### src/rtl/core/fspa_pkg.sv
`default_nettype none

package fspa_pkg;

  localparam int unsigned ADDR_BITS    = 32;
  localparam int unsigned SLOT_BYTES_W = 16;
  localparam int unsigned RANGE_W      = 9;
  localparam int unsigned COUNT_W      = 9;
  localparam int unsigned TOTAL_W      = 64;
  localparam int unsigned WORD_BITS    = 32;
  localparam int unsigned BIT_IDX_W    = 5;
  localparam int unsigned APB_ADDR_W   = 4;
  localparam int unsigned APB_DATA_W   = 32;

  localparam logic [SLOT_BYTES_W-1:0] SLOT_BYTES_RST = 16'd64;
  localparam logic [RANGE_W-1:0]      POOL_RANGE_RST = 9'd256;
  localparam logic [ADDR_BITS-1:0]    POOL_BASE_RST  = 32'd0;

  typedef enum logic [1:0] {
    REG_SLOT_BYTES = 2'd0,
    REG_POOL_RANGE = 2'd1,
    REG_POOL_BASE  = 2'd2,
    REG_UNUSED     = 2'd3
  } reg_idx_e;

  typedef enum logic {
    CMD_ALLOC = 1'b0,
    CMD_FREE  = 1'b1
  } cmd_e;

  typedef struct packed {
    logic [SLOT_BYTES_W-1:0] slot_bytes;
    logic [RANGE_W-1:0]      pool_range;
    logic [ADDR_BITS-1:0]    pool_base;
  } cfg_t;

  typedef struct packed {
    logic in_ready;
    logic row_next;
    logic div_start;
    logic row_from_quot;
    logic grant_slot;
    logic release_slot;
    logic resp_load;
  } ctrl_cmd_t;

  typedef struct packed {
    logic accept;
    logic is_free;
    logic count_zero;
    logic free_reject;
    logic div_done;
    logic found;
    logic last_row;
    logic free_hit;
    logic out_busy;
  } dp_status_t;

endpackage

`default_nettype wire

### src/rtl/core/fspa_req_if.sv
`default_nettype none

interface fspa_req_if;
  logic                           valid;
  logic                           ready;
  logic                           command;
  logic [fspa_pkg::ADDR_BITS-1:0] address;

  modport source (output valid, command, address, input ready);
  modport sink (input valid, command, address, output ready);
endinterface

`default_nettype wire

### src/rtl/core/fspa_rsp_if.sv
`default_nettype none

interface fspa_rsp_if;
  logic                           valid;
  logic                           ready;
  logic                           ok;
  logic [fspa_pkg::ADDR_BITS-1:0] slot_address;
  logic [fspa_pkg::COUNT_W-1:0]   free_slots;
  logic [fspa_pkg::TOTAL_W-1:0]   bytes_granted_total;
  logic [fspa_pkg::TOTAL_W-1:0]   bytes_released_total;

  modport source (output valid, ok, slot_address, free_slots, bytes_granted_total,
                  bytes_released_total, input ready);
  modport sink (input valid, ok, slot_address, free_slots, bytes_granted_total,
                bytes_released_total, output ready);
endinterface

`default_nettype wire

### src/rtl/core/fixed_slot_pool_allocator.sv
`default_nettype none

// Fixed-size slot allocator over a slot-usage bitmap held in a RAM of 32-slot words. One request
// is in flight at a time; its result beat sits in an output register, so the next request
// is taken while that beat waits. An allocate scans the bitmap RAM one word per pass up to
// the lowest free slot; a full pool answers without a scan. A free runs the 32-step radix-2
// divider that turns the address offset into a slot index; a free rejected up front skips
// the divider. Writing slots_in_use_range frees every slot at once through per-word valid
// bits; there is no clearing pass. Registers: slot_bytes at 0x0, slots_in_use_range at 0x4,
// pool_base_address at 0x8; write them only while no request is in flight.

module fixed_slot_pool_allocator #(
  parameter int unsigned POOL_SLOTS = 256
) (
  input  logic                                clk_i,
  input  logic                                rst_ni,
  fspa_req_if.sink                            req_i,
  fspa_rsp_if.source                          rsp_o,
  input  logic                                psel,
  input  logic                                penable,
  input  logic                                pwrite,
  input  logic [fspa_pkg::APB_ADDR_W-1:0]     paddr,
  input  logic [fspa_pkg::APB_DATA_W-1:0]     pwdata,
  output logic [fspa_pkg::APB_DATA_W-1:0]     prdata,
  output logic                                pready
);

  localparam int unsigned DW = fspa_pkg::APB_DATA_W;

  logic [fspa_pkg::SLOT_BYTES_W-1:0] slot_bytes_q;
  logic [fspa_pkg::RANGE_W-1:0]      pool_range_q;
  logic [fspa_pkg::ADDR_BITS-1:0]    pool_base_q;

  fspa_pkg::reg_idx_e   reg_idx;
  logic                 cfg_we;
  logic                 pool_init;
  fspa_pkg::cfg_t       cfg;
  fspa_pkg::ctrl_cmd_t  cmd;
  fspa_pkg::dp_status_t status;

  assign pready    = 1'b1;
  assign reg_idx   = fspa_pkg::reg_idx_e'(paddr[3:2]);
  assign cfg_we    = psel && penable && pwrite && pready;
  assign pool_init = cfg_we && (reg_idx == fspa_pkg::REG_POOL_RANGE);

  always_ff @(posedge clk_i or negedge rst_ni) begin
    if (!rst_ni) begin
      slot_bytes_q <= fspa_pkg::SLOT_BYTES_RST;
      pool_range_q <= fspa_pkg::POOL_RANGE_RST;
      pool_base_q  <= fspa_pkg::POOL_BASE_RST;
    end else if (cfg_we) begin
      case (reg_idx)
        fspa_pkg::REG_SLOT_BYTES: begin
          slot_bytes_q <= pwdata[fspa_pkg::SLOT_BYTES_W-1:0];
        end
        fspa_pkg::REG_POOL_RANGE: begin
          pool_range_q <= pwdata[fspa_pkg::RANGE_W-1:0];
        end
        fspa_pkg::REG_POOL_BASE: begin
          pool_base_q <= pwdata[fspa_pkg::ADDR_BITS-1:0];
        end
        default: begin
        end
      endcase
    end
  end

  always_comb begin
    case (reg_idx)
      fspa_pkg::REG_SLOT_BYTES: prdata = DW'(slot_bytes_q);
      fspa_pkg::REG_POOL_RANGE: prdata = DW'(pool_range_q);
      fspa_pkg::REG_POOL_BASE:  prdata = DW'(pool_base_q);
      default:                  prdata = '0;
    endcase
  end

  assign cfg.slot_bytes = slot_bytes_q;
  assign cfg.pool_range = pool_range_q;
  assign cfg.pool_base  = pool_base_q;

  fspa_ctrl u_ctrl (
    .clk_i    (clk_i),
    .rst_ni   (rst_ni),
    .status_i (status),
    .cmd_o    (cmd)
  );

  fspa_dp #(
    .POOL_SLOTS (POOL_SLOTS)
  ) u_dp (
    .clk_i        (clk_i),
    .rst_ni       (rst_ni),
    .req_i        (req_i),
    .rsp_o        (rsp_o),
    .cfg_i        (cfg),
    .pool_init_i  (pool_init),
    .init_range_i (pwdata[fspa_pkg::RANGE_W-1:0]),
    .cmd_i        (cmd),
    .status_o     (status)
  );

endmodule

`default_nettype wire

### src/rtl/core/fspa_ram.sv
`default_nettype none

module fspa_ram #(
  parameter int unsigned WIDTH = 32,
  parameter int unsigned DEPTH = 8,
  localparam int unsigned AW = (DEPTH > 1) ? $clog2(DEPTH) : 1
) (
  input  logic             clk_i,
  input  logic             we_i,
  input  logic [AW-1:0]    waddr_i,
  input  logic [WIDTH-1:0] wdata_i,
  input  logic [AW-1:0]    raddr_i,
  output logic [WIDTH-1:0] rdata_o
);

  logic [WIDTH-1:0] mem_q [DEPTH];
  logic [WIDTH-1:0] rdata_q;

  always_ff @(posedge clk_i) begin
    if (we_i) begin
      mem_q[waddr_i] <= wdata_i;
    end
    rdata_q <= mem_q[raddr_i];
  end

  assign rdata_o = rdata_q;

endmodule

`default_nettype wire

### src/rtl/core/fspa_div.sv
`default_nettype none

module fspa_div (
  input  logic                              clk_i,
  input  logic                              rst_ni,
  input  logic                              start_i,
  input  logic [fspa_pkg::ADDR_BITS-1:0]    dividend_i,
  input  logic [fspa_pkg::SLOT_BYTES_W-1:0] divisor_i,
  output logic                              done_o,
  output logic [fspa_pkg::ADDR_BITS-1:0]    quotient_o
);

  localparam int unsigned AW    = fspa_pkg::ADDR_BITS;
  localparam int unsigned DW    = fspa_pkg::SLOT_BYTES_W;
  localparam int unsigned CNT_W = $clog2(AW);

  logic             busy_q;
  logic             done_q;
  logic [CNT_W-1:0] cnt_q;
  logic [DW-1:0]    rem_q;
  logic [AW-1:0]    quo_q;
  logic [DW-1:0]    dvs_q;
  logic [DW:0]      trial;
  logic             ge;
  logic [DW:0]      diff;

  assign trial = {rem_q, quo_q[AW-1]};
  assign ge    = trial >= {1'b0, dvs_q};
  assign diff  = trial - {1'b0, dvs_q};

  always_ff @(posedge clk_i or negedge rst_ni) begin
    if (!rst_ni) begin
      busy_q <= 1'b0;
      done_q <= 1'b0;
      cnt_q  <= '0;
    end else begin
      done_q <= 1'b0;
      if (start_i) begin
        busy_q <= 1'b1;
        cnt_q  <= CNT_W'(AW - 1);
      end else if (busy_q) begin
        cnt_q <= cnt_q - 1'b1;
        if (cnt_q == '0) begin
          busy_q <= 1'b0;
          done_q <= 1'b1;
        end
      end
    end
  end

  // shift one quotient bit in per step
  always_ff @(posedge clk_i) begin
    if (start_i) begin
      rem_q <= '0;
      quo_q <= dividend_i;
      dvs_q <= divisor_i;
    end else if (busy_q) begin
      rem_q <= ge ? diff[DW-1:0] : trial[DW-1:0];
      quo_q <= {quo_q[AW-2:0], ge};
    end
  end

  assign done_o     = done_q;
  assign quotient_o = quo_q;

`ifndef ASSERT_OFF
  a_start_idle: assert property (@(posedge clk_i) disable iff (!rst_ni)
    start_i |-> !busy_q)
    else $error("divider restarted while busy");
`endif

endmodule

`default_nettype wire

### src/rtl/core/fspa_dp.sv
`default_nettype none

module fspa_dp #(
  parameter int unsigned POOL_SLOTS = 256
) (
  input  logic                         clk_i,
  input  logic                         rst_ni,
  fspa_req_if.sink                     req_i,
  fspa_rsp_if.source                   rsp_o,
  input  fspa_pkg::cfg_t               cfg_i,
  input  logic                         pool_init_i,
  input  logic [fspa_pkg::RANGE_W-1:0] init_range_i,
  input  fspa_pkg::ctrl_cmd_t          cmd_i,
  output fspa_pkg::dp_status_t         status_o
);

  localparam int unsigned AW     = fspa_pkg::ADDR_BITS;
  localparam int unsigned SBW    = fspa_pkg::SLOT_BYTES_W;
  localparam int unsigned RW     = fspa_pkg::RANGE_W;
  localparam int unsigned CW     = fspa_pkg::COUNT_W;
  localparam int unsigned TW     = fspa_pkg::TOTAL_W;
  localparam int unsigned WB     = fspa_pkg::WORD_BITS;
  localparam int unsigned BW     = fspa_pkg::BIT_IDX_W;
  localparam int unsigned ROWS   = (POOL_SLOTS + WB - 1) / WB;
  localparam int unsigned ROW_W  = (ROWS > 1) ? $clog2(ROWS) : 1;
  localparam int unsigned SLOT_W = ROW_W + BW;
  localparam int unsigned PROD_W = SLOT_W + SBW;

  function automatic logic [CW-1:0] clamp_size(input logic [RW-1:0] range);
    if (32'(range) > POOL_SLOTS) begin
      return CW'(POOL_SLOTS);
    end
    return CW'(range);
  endfunction

  logic              cmd_q;
  logic [AW-1:0]     addr_q;
  logic [ROW_W-1:0]  row_q;
  logic [AW-1:0]     quot_q;
  logic [SLOT_W-1:0] slot_q;
  logic [PROD_W-1:0] prod_q;
  logic              ok_q;
  logic [ROWS-1:0]   row_valid_q;
  logic [CW-1:0]     count_q;
  logic [TW-1:0]     granted_q;
  logic [TW-1:0]     released_q;
  logic              out_valid_q;
  logic              out_ok_q;
  logic [AW-1:0]     out_addr_q;
  logic [CW-1:0]     out_free_q;
  logic [TW-1:0]     out_granted_q;
  logic [TW-1:0]     out_released_q;

  logic              accept;
  logic [CW-1:0]     active_slots;
  logic [WB-1:0]     ram_rdata;
  logic [WB-1:0]     used_word;
  logic [WB-1:0]     cand;
  logic [BW-1:0]     hit_bit;
  logic              found;
  logic              quot_in_range;
  logic              free_hit;
  logic [AW-1:0]     div_quo;
  logic              div_done;
  logic              div_in_range;
  logic              ram_we;
  logic [WB-1:0]     ram_wdata;
  logic [WB-1:0]     grant_mask;
  logic [WB-1:0]     release_mask;

  assign accept       = req_i.valid && req_i.ready;
  assign req_i.ready  = cmd_i.in_ready;
  assign active_slots = clamp_size(cfg_i.pool_range);

  assign used_word = row_valid_q[row_q] ? ram_rdata : '0;

  always_comb begin
    for (int b = 0; b < WB; b++) begin
      cand[b] = !used_word[b] && (32'({row_q, BW'(b)}) < 32'(active_slots));
    end
  end

  always_comb begin
    hit_bit = '0;
    for (int b = WB - 1; b >= 0; b--) begin
      if (cand[b]) begin
        hit_bit = BW'(b);
      end
    end
  end

  assign found         = |cand;
  assign quot_in_range = quot_q < AW'(active_slots);
  assign free_hit      = quot_in_range && used_word[quot_q[BW-1:0]];
  assign div_in_range  = div_quo < AW'(active_slots);

  assign grant_mask   = WB'(1) << hit_bit;
  assign release_mask = WB'(1) << quot_q[BW-1:0];
  assign ram_we       = cmd_i.grant_slot || cmd_i.release_slot;
  assign ram_wdata    = cmd_i.grant_slot ? (used_word | grant_mask) : (used_word & ~release_mask);

  fspa_ram #(
    .WIDTH (WB),
    .DEPTH (ROWS)
  ) u_map (
    .clk_i   (clk_i),
    .we_i    (ram_we),
    .waddr_i (row_q),
    .wdata_i (ram_wdata),
    .raddr_i (row_q),
    .rdata_o (ram_rdata)
  );

  fspa_div u_div (
    .clk_i      (clk_i),
    .rst_ni     (rst_ni),
    .start_i    (cmd_i.div_start),
    .dividend_i (addr_q - cfg_i.pool_base),
    .divisor_i  (cfg_i.slot_bytes),
    .done_o     (div_done),
    .quotient_o (div_quo)
  );

  always_ff @(posedge clk_i or negedge rst_ni) begin
    if (!rst_ni) begin
      row_valid_q <= '0;
      count_q     <= clamp_size(fspa_pkg::POOL_RANGE_RST);
      granted_q   <= '0;
      released_q  <= '0;
      out_valid_q <= 1'b0;
    end else begin
      if (pool_init_i) begin
        row_valid_q <= '0;
        count_q     <= clamp_size(init_range_i);
      end else if (cmd_i.grant_slot) begin
        row_valid_q[row_q] <= 1'b1;
        count_q            <= count_q - 1'b1;
        granted_q          <= granted_q + TW'(cfg_i.slot_bytes);
      end else if (cmd_i.release_slot) begin
        row_valid_q[row_q] <= 1'b1;
        count_q            <= count_q + 1'b1;
        released_q         <= released_q + TW'(cfg_i.slot_bytes);
      end
      if (cmd_i.resp_load) begin
        out_valid_q <= 1'b1;
      end else if (rsp_o.ready) begin
        out_valid_q <= 1'b0;
      end
    end
  end

  always_ff @(posedge clk_i) begin
    prod_q <= PROD_W'(slot_q) * PROD_W'(cfg_i.slot_bytes);
    if (accept) begin
      cmd_q  <= req_i.command;
      addr_q <= req_i.address;
      row_q  <= '0;
      ok_q   <= 1'b0;
    end else if (cmd_i.row_next) begin
      row_q <= row_q + 1'b1;
    end else if (cmd_i.row_from_quot) begin
      quot_q <= div_quo;
      row_q  <= div_in_range ? div_quo[BW +: ROW_W] : '0;
    end
    if (cmd_i.grant_slot) begin
      slot_q <= {row_q, hit_bit};
      ok_q   <= 1'b1;
    end
    if (cmd_i.release_slot) begin
      ok_q <= 1'b1;
    end
    if (cmd_i.resp_load) begin
      out_ok_q       <= ok_q;
      out_addr_q     <= (ok_q && cmd_q == fspa_pkg::CMD_ALLOC) ?
                        cfg_i.pool_base + AW'(prod_q) : '0;
      out_free_q     <= count_q;
      out_granted_q  <= granted_q;
      out_released_q <= released_q;
    end
  end

  assign rsp_o.valid                = out_valid_q;
  assign rsp_o.ok                   = out_ok_q;
  assign rsp_o.slot_address         = out_addr_q;
  assign rsp_o.free_slots           = out_free_q;
  assign rsp_o.bytes_granted_total  = out_granted_q;
  assign rsp_o.bytes_released_total = out_released_q;

  always_comb begin
    status_o.accept      = accept;
    status_o.is_free     = cmd_q == fspa_pkg::CMD_FREE;
    status_o.count_zero  = count_q == '0;
    status_o.free_reject = (addr_q < cfg_i.pool_base) || (cfg_i.slot_bytes == '0);
    status_o.div_done    = div_done;
    status_o.found       = found;
    status_o.last_row    = row_q == ROW_W'(ROWS - 1);
    status_o.free_hit    = free_hit;
    status_o.out_busy    = out_valid_q && !rsp_o.ready;
  end

`ifndef ASSERT_OFF
  a_count_bound: assert property (@(posedge clk_i) disable iff (!rst_ni)
    32'(count_q) <= 32'(active_slots))
    else $error("free slot count above pool size");

  a_grant_nonzero: assert property (@(posedge clk_i) disable iff (!rst_ni)
    cmd_i.grant_slot |-> (count_q != '0) && found)
    else $error("slot granted from an empty pool");

  a_no_overwrite: assert property (@(posedge clk_i) disable iff (!rst_ni)
    cmd_i.resp_load |-> !(out_valid_q && !rsp_o.ready))
    else $error("result beat overwritten before taken");

  a_one_in_flight: assert property (@(posedge clk_i) disable iff (!rst_ni)
    accept |=> !cmd_i.in_ready)
    else $error("second request taken while one in flight");
`endif

endmodule

`default_nettype wire

### src/rtl/core/fspa_ctrl.sv
`default_nettype none

module fspa_ctrl (
  input  logic                 clk_i,
  input  logic                 rst_ni,
  input  fspa_pkg::dp_status_t status_i,
  output fspa_pkg::ctrl_cmd_t  cmd_o
);

  typedef enum logic [8:0] {
    S_IDLE      = 9'b000000001,
    S_DECODE    = 9'b000000010,
    S_ALLOC_RD  = 9'b000000100,
    S_ALLOC_CHK = 9'b000001000,
    S_MUL       = 9'b000010000,
    S_DIV       = 9'b000100000,
    S_FREE_RD   = 9'b001000000,
    S_FREE_CHK  = 9'b010000000,
    S_RESP      = 9'b100000000
  } state_e;

  state_e state_q;
  state_e state_d;

  always_comb begin
    state_d = state_q;
    cmd_o   = '0;
    case (state_q)
      S_IDLE: begin
        cmd_o.in_ready = 1'b1;
        if (status_i.accept) begin
          state_d = S_DECODE;
        end
      end
      S_DECODE: begin
        if (status_i.is_free) begin
          if (status_i.free_reject) begin
            state_d = S_RESP;
          end else begin
            cmd_o.div_start = 1'b1;
            state_d         = S_DIV;
          end
        end else if (status_i.count_zero) begin
          state_d = S_RESP;
        end else begin
          state_d = S_ALLOC_RD;
        end
      end
      S_ALLOC_RD: begin
        state_d = S_ALLOC_CHK;
      end
      S_ALLOC_CHK: begin
        if (status_i.found) begin
          cmd_o.grant_slot = 1'b1;
          state_d          = S_MUL;
        end else if (status_i.last_row) begin
          state_d = S_RESP;
        end else begin
          cmd_o.row_next = 1'b1;
          state_d        = S_ALLOC_RD;
        end
      end
      S_MUL: begin
        state_d = S_RESP;
      end
      S_DIV: begin
        if (status_i.div_done) begin
          cmd_o.row_from_quot = 1'b1;
          state_d             = S_FREE_RD;
        end
      end
      S_FREE_RD: begin
        state_d = S_FREE_CHK;
      end
      S_FREE_CHK: begin
        cmd_o.release_slot = status_i.free_hit;
        state_d            = S_RESP;
      end
      S_RESP: begin
        if (!status_i.out_busy) begin
          cmd_o.resp_load = 1'b1;
          state_d         = S_IDLE;
        end
      end
      default: begin
        state_d = S_IDLE;
      end
    endcase
  end

  always_ff @(posedge clk_i or negedge rst_ni) begin
    if (!rst_ni) begin
      state_q <= S_IDLE;
    end else begin
      state_q <= state_d;
    end
  end

endmodule

`default_nettype wire
### src/flat_wrapper.sv
// flat-port wrapper written by rule: the top's interface ports become plain ports
module fixed_slot_pool_allocator_flat 
#(
  parameter int unsigned POOL_SLOTS = 256
)
  (clk_i, rst_ni, psel, penable, pwrite, paddr, pwdata, prdata, pready, req_i_valid, req_i_command, req_i_address, req_i_ready, rsp_o_valid, rsp_o_ok, rsp_o_slot_address, rsp_o_free_slots, rsp_o_bytes_granted_total, rsp_o_bytes_released_total, rsp_o_ready);
  fspa_req_if req_i_i ();
  fspa_rsp_if rsp_o_i ();
  input  logic clk_i;
  input  logic rst_ni;
  input  logic psel;
  input  logic penable;
  input  logic pwrite;
  input  logic [fspa_pkg::APB_ADDR_W-1:0] paddr;
  input  logic [fspa_pkg::APB_DATA_W-1:0] pwdata;
  output logic [fspa_pkg::APB_DATA_W-1:0] prdata;
  output logic pready;
  input wire logic [$bits(req_i_i.valid)-1:0] req_i_valid;
  input wire logic [$bits(req_i_i.command)-1:0] req_i_command;
  input wire logic [$bits(req_i_i.address)-1:0] req_i_address;
  output wire logic [$bits(req_i_i.ready)-1:0] req_i_ready;
  output wire logic [$bits(rsp_o_i.valid)-1:0] rsp_o_valid;
  output wire logic [$bits(rsp_o_i.ok)-1:0] rsp_o_ok;
  output wire logic [$bits(rsp_o_i.slot_address)-1:0] rsp_o_slot_address;
  output wire logic [$bits(rsp_o_i.free_slots)-1:0] rsp_o_free_slots;
  output wire logic [$bits(rsp_o_i.bytes_granted_total)-1:0] rsp_o_bytes_granted_total;
  output wire logic [$bits(rsp_o_i.bytes_released_total)-1:0] rsp_o_bytes_released_total;
  input wire logic [$bits(rsp_o_i.ready)-1:0] rsp_o_ready;
  assign req_i_i.valid = req_i_valid;
  assign req_i_i.command = req_i_command;
  assign req_i_i.address = req_i_address;
  assign req_i_ready = req_i_i.ready;
  assign rsp_o_valid = rsp_o_i.valid;
  assign rsp_o_ok = rsp_o_i.ok;
  assign rsp_o_slot_address = rsp_o_i.slot_address;
  assign rsp_o_free_slots = rsp_o_i.free_slots;
  assign rsp_o_bytes_granted_total = rsp_o_i.bytes_granted_total;
  assign rsp_o_bytes_released_total = rsp_o_i.bytes_released_total;
  assign rsp_o_i.ready = rsp_o_ready;
  fixed_slot_pool_allocator #(.POOL_SLOTS(POOL_SLOTS)) u_core (.clk_i(clk_i), .rst_ni(rst_ni), .req_i(req_i_i), .rsp_o(rsp_o_i), .psel(psel), .penable(penable), .pwrite(pwrite), .paddr(paddr), .pwdata(pwdata), .prdata(prdata), .pready(pready));
endmodule
### config.mk
export PLATFORM = sky130hd
export DESIGN_NAME = fixed_slot_pool_allocator_flat
export DESIGN_NICKNAME = d
export VERILOG_FILES = /design/src/rtl/core/fspa_pkg.sv /design/src/rtl/core/fspa_req_if.sv /design/src/rtl/core/fspa_rsp_if.sv /design/src/rtl/core/fixed_slot_pool_allocator.sv /design/src/rtl/core/fspa_ram.sv /design/src/rtl/core/fspa_div.sv /design/src/rtl/core/fspa_dp.sv /design/src/rtl/core/fspa_ctrl.sv /design/src/flat_wrapper.sv
export SDC_FILE = /design/constraint.sdc
export NUM_CORES = 2
export LEC_CHECK = 0
export BUFFER_PORTS_ARGS = -buffer_cell sky130_fd_sc_hd__buf_4
export CAP_MARGIN = 20
export CORE_MARGIN = 5
export CORE_UTILIZATION = 50
export DETAILED_ROUTE_END_ITERATION = 8
export PLACE_DENSITY = 0.69
export SYNTH_ARGS = -nofsm -noshare
export SYNTH_HDL_FRONTEND = slang
export SYNTH_HIERARCHICAL = 1
export SYNTH_SLANG_ARGS = --single-unit
### constraint.sdc
create_clock -name clk_i -period 22.7 [get_ports clk_i]
set_input_delay 1.135 -clock clk_i [delete_from_list [all_inputs] [get_ports clk_i]]
set_output_delay 1.135 -clock clk_i [all_outputs]
set_load 0.02 [all_outputs]
* Word level (Yosys, flattened, before mapping)
Memory sizes are Yosys's and may differ from the RTL's. A register that Yosys moved wholly into a read port is not among the register bits.
Cells that the tools add are included.
** Storage, ports and cells
- RAM bits :: 256
- Memories :: 1
- Bits in registers :: 554
- Word-level logic and storage cells :: 293
- Output and inout port bits :: 205
- Input port bits :: 76
** Cells by class
- Equal/unequal tests :: 15
- Shift-type cells :: 2
- $lt $le $gt $ge :: 41
- Multiply operators :: 1
- Bitwise gates (word level) :: 9
- Reduce and logical (&&, ||, !) cells :: 93
- Muxes and demuxes :: 95
- Add/sub/neg operators :: 9
** Memory list
- u_core.u_dp.u_map.mem_q :: words 8, width 32, rd ports 1, clocked after Yosys merged registers in 1, wr ports 1, line fspa_ram.sv:16 : logic [WIDTH-1:0] mem_q [DEPTH];
** Operators by type and width (count)
- $lt 8x9->1 :: 32
- $mux 5 :: 34
- $mux 9 :: 15
- $add 64x16->64 :: 2
- $mux 32 :: 4
- $pmux 32 s3 :: 1
- $pmux 9 s8 :: 1
- $lt 32x9->1 :: 2
- $shl 1x5->32 const A :: 2
- $logic_and 1x1->1 :: 40
- $logic_not 1->1 :: 33
- $add 32x24->32 :: 1
- $and 32x32->32 :: 1
- $lt 32x32->1 :: 1
- $not 32->32 :: 1
- $or 32x32->32 :: 1
- $reduce_or 32->1 :: 1
- $sub 32x32->32 :: 1
- $mux 1 :: 30
- $mul 8x16->24 :: 1
- $mux 8 :: 3
- $gt 9x9->1 const B :: 2
- $ge 17x16->1 :: 1
- $logic_not 16->1 :: 1
- 37 further kinds :: 54

* Longest topological paths before layout
- Depth in word-level cells :: 40
- Depth in mapped cells :: 30
- Gate-level depth less buffers :: 25

* Cells and area by module
The synthesis kept the hierarchy.
** By module, submodules not included
- fspa_dp :: cells each 2419, times used 1, seq. area each 11512.3 um^2, area each 25518.2 um^2
- fspa_ram :: cells each 415, times used 1, seq. area each 8328.0 um^2, area each 10466.3 um^2
- fspa_div :: cells each 327, times used 1, seq. area each 1936.9 um^2, area each 3827.4 um^2
- fixed_slot_pool_allocator :: cells each 191, times used 1, seq. area each 1428.9 um^2, area each 2625.0 um^2
- fspa_ctrl :: cells each 70, times used 1, seq. area each 226.5 um^2, area each 643.1 um^2

* Worst setup path before layout
OpenSTA, ideal clock, no wires.
- Kind :: input-to-reg
- Start point :: input rsp_o_ready
- End point :: register u_core.u_dp.out_valid_q, in the netlist u_core/u_dp/rsp_o.valid
- Library setup time :: 0.170 ns
- Arrival :: 19.939 ns
- Cell stages on the path :: 3
- Required time :: 22.530 ns
- Path buffers :: 0
- Path slack :: 2.591 ns
- Path through :: nor2b_1 > nor4b_1 > or2_2
** RTL lines
- start, declared :: line flat_wrapper.sv:28 : input wire logic [$bits(rsp_o_i.ready)-1:0] rsp_o_ready;
- end signal, assigned :: line fspa_dp.sv:130 : out_valid_q <= 1'b0;
- end signal, assigned :: line fspa_dp.sv:145 : out_valid_q <= 1'b1;
- end signal, assigned :: line fspa_dp.sv:147 : out_valid_q <= 1'b0;
- end, declared :: line fspa_dp.sv:47 : logic out_valid_q;

==> impl_metrics.tcl <==
set metrics [dict create \
    run_status "finished, final reports clean" \
    grt_max_degree 93 \
    critPathCaptureType "register" \
    fin_nets 4044 \
    cts_tree "done" \
    syn_area_per_cell_sq_um 12.6 \
    r2r_start "u_core/pool_range_q[8]" \
    hold_violations 0 \
    synth_area_leaders "edfxtp_1 38%, dfrtp_1 12%, ha_1 5.2%" \
    grt_use_met3_pct 3.73 \
    yosysSeqAreaShare_pct 54.4 \
    cts_resized 0 \
    nFillCells 6873 \
    root_buffer "clkbuf_16" \
    busiest_layer "met2" \
    netlist.area_leader.share_pct 38.1 \
    synth_cell_type_count 109 \
    sw_frac_of_total_pct 34.2 \
    fin_crit_sh_pct 33.0 \
    die_h_um 304 \
    rr_endpoint "u_core/u_dp/u_map/mem_q[0][31]" \
    num_rows 107 \
    p_leak_nw 19.6 \
    start_util_pct 50.5 \
    via_count 28400 \
    worst-r2r-cell-count 16 \
    syn_inst 3422 \
    min_to "u_core/u_dp/rsp_o.bytes_released_total[39]" \
    num_io_pins 281 \
    dieArea_sq_um 92100 \
    synth_edf_count 547 \
    cts_buffers 91 \
    finalMaxSlewViolations 0 \
    yosysWarningCount 6 \
    firstDrtPassIters 7 \
    p_switching_mw 1.87 \
    detail_route.wirelength_um 108000 \
    arrival_ns 7.85 \
    worstMarginPinSlew_ns 1.10 \
    r2r_slack_ns 15.21 \
    start_kind "register" \
    cts_sinks 842 \
    fmax_mhz 134 \
    antenna_found_initial 8 \
    post_route_cells_drive_above_1_share_pct 19.2 \
    drt-vias-per-instance 5.77 \
    gp_congestion 0.929 \
    yosys.area.top_type "edfxtp_1" \
    hold_path.class "reg -> reg" \
    first_global_vias 28100 \
    ant_nets 0 \
    synthArstFlopShare_pct 26.0 \
    postCtsSetupBuffers 0 \
    final-setup-viol-count 0 \
    hold_depth 0 \
    required_ns 23.06 \
    period_needed_ns 7.49 \
    ys_ff_latch 842 \
    combPwrFrac_pct 34.8 \
    cellInternalPower_mw 3.59 \
    relSlewSlack_pct 26.8 \
    die_w_um 304 \
    skew_ns 0.0618 \
    hold-worst-slack_ns 0.444 \
    drc 0 \
    power_frac_clock_pct 29.1 \
    clkSlewWorstSetupHoldPaths_ns 0.06 \
    maxCapViolCount 0 \
    syn_area_sq_um 43100 \
    syn-num-nets 3767 \
    use_met1_pct 32.7 \
    use_met2_pct 37.2 \
    grt_pass1_wl_um 165000 \
    first_iter_violations 2184 \
    grt_use_total_pct 23.1 \
    rsz0062_at_grt "no" \
    crit_path_max_fanout 27 \
    final_common_cell "edfxtp_1" \
    path_class "reg -> reg" \
    clkLatencyLatePin_ns 0.70 \
    synthFlopType "edfxtp_1" \
    grt-ovfl-total 0 \
    seqPwrFrac_pct 36.1 \
    hold_buffers 0 \
    wl_per_cell_um 21.9 \
    portBuffers 277 \
    setup_tns_ns 0 \
    power_density_nw_per_um2 110 \
    coreArea_sq_um 85300 \
    worstHoldStart "u_core/u_dp/released_q[39]" \
    dpl.hpwl_um 74300 \
    syn_to_final_growth_pct 15.3 \
    final_cell_mix "547 x edfxtp_1, 320 x buf_4, 255 x nand2_1, 222 x inv_1, 215 x dfrtp_1" \
    vdd_ir_drop_max_uv 83.0 \
    cts_max_level 3 \
    clock_tree.buffer_depth 3 \
]
[layer usage]
| layer | up-vias | share of wire (%) |
|---|---|---|
| met1 | 14200 | 43 |
| met3 | 188 | 6.6 |
| met4 | 6 | 2.9 |
| met2 | 876 | 47 |
| met5 | - | 0.031 |
| li1 | 13100 | - |
[synthesized netlist by cell type, types with 33 or more instances]
cell type / instances
xor2_1: 70
xnor2_1: 133
inv_1: 222
nand2_1: 255
mux4_1: 40
clkbuf_1: 85
ha_1: 179
o21a_1: 36
nand3_1: 71
nor2_1: 161
nand2b_1: 34
and3_1: 41
dfrtp_1: 215
nor2b_1: 33
edfxtp_1: 547
o21ai_0: 132
nor3_1: 58
dfxtp_1: 76
fa_1: 90
and2_1: 102
a21oi_1: 113
mux2_2: 114
[flip-flops by register name, summed over array words and instances, names as in the netlist, 16 cells and up]
signal	count
u_core/u_dp/u_map/mem_q	256
u_core/u_dp/granted_q	64
u_core/u_dp/released_q	64
u_core/u_dp/rsp_o.bytes_granted_total	64
u_core/u_dp/rsp_o.bytes_released_total	64
u_core/pool_base_q	32
u_core/u_dp/addr_q	32
u_core/u_dp/quot_q	32
u_core/u_dp/rsp_o.slot_address	32
u_core/u_dp/u_div/quotient_o	32
u_core/u_dp/u_map/rdata_o	32
u_core/u_dp/prod_q	24
u_core/slot_bytes_q	16
u_core/u_dp/u_div/dvs_q	16
u_core/u_dp/u_div/rem_q	16
[worst max-delay path by stage]
| stage | startpoint | end | slack, ns | depth (start not counted) |
|---|---|---|---|---|
| 6_report | u_core/pool_range_q[8] | u_core/u_dp/u_map/mem_q[0][31] | 15.21 | 16 |
| 2_1_floorplan | rsp_o_ready | u_core/u_dp/rsp_o.valid | 2.59 | 3 |
| 3_5_place_dp | u_core/pool_range_q[8] | u_core/u_dp/u_map/mem_q[0][31] | 15.29 | 16 |
| 3_3_place_gp | u_core/pool_range_q[8] | u_core/u_dp/u_map/mem_q[0][28] | 15.27 | 16 |
| 4_1_cts | u_core/pool_range_q[8] | u_core/u_dp/u_map/mem_q[0][31] | 15.34 | 16 |
| 5_1_grt | u_core/pool_range_q[8] | u_core/u_dp/u_map/mem_q[0][31] | 14.74 | 16 |
[power by group through the flow]
stage	registers, mW	clock network, mW	logic [mW]
after CTS	1.97	1.63	1.90
after floorplan	1.94	0	1.48
after global routing	1.99	1.69	2.14
final	1.97	1.59	1.90
after global placement	2.00	0	1.85
after detailed placement	2.00	0	1.89
[metrics by stage]
step                      power (mW)  util (%)  instances  cell area (sq um)  worst slack, ns
after global routing            5.81      58.2       4922              49600            14.74
after floorplan                 3.43         -       3422              43100             2.59
after detailed placement        3.89      54.3       4750              46300            15.29
after global placement          3.85      54.3       4750              46300            15.27
final                           5.46      58.2       4925              49700            15.21
after CTS                       5.50      58.2       4922              49600            15.34
[critical path, cell delays in order, from the launching register on]
cell       delay [ns]
dfstp_2          0.71
inv_1            0.34
nand2_1          0.24
inv_1            0.06
ha_1             0.28
nand4b_1         0.64
a2111oi_0        1.09
a21oi_1          0.26
a211oi_1         0.47
nand4_1          0.39
and2_1           0.26
buf_4            0.25
nor2_1           0.66
inv_1            0.48
nand2b_1         0.45
nor3_2           0.19
buf_4            0.33
[kinds of logic (layout without fill, tap and decap cells)]
family                     after synthesis  after routing  share of synthesized area, %
other                                    1              4                       0.00870
muxes                                  228            228                          8.20
and+or+nand+nor                        936            936                          11.3
xor gates and xnor gates               203            203                          4.13
buffers and inverters                  360            716                          3.52
adders and majority gates              269            269                          9.38
DFF                                    842            842                          54.4
AOI/OAI and AO/OA                      583            583                          9.04
[cell type report]
cell class	count	area [sq um]	area share, %
diodes	3	7.51	0.0151
clock buffers	113	2490	5.02
well taps	1144	1430	2.88
flip-flops and latches	842	23400	47.2
clock inverters	59	815	1.64
multi-input cells	2220	18200	36.7
inverters	223	837	1.69
repair buffers	321	2420	4.87
No activity file was read; power rests on OpenSTA's default activity.
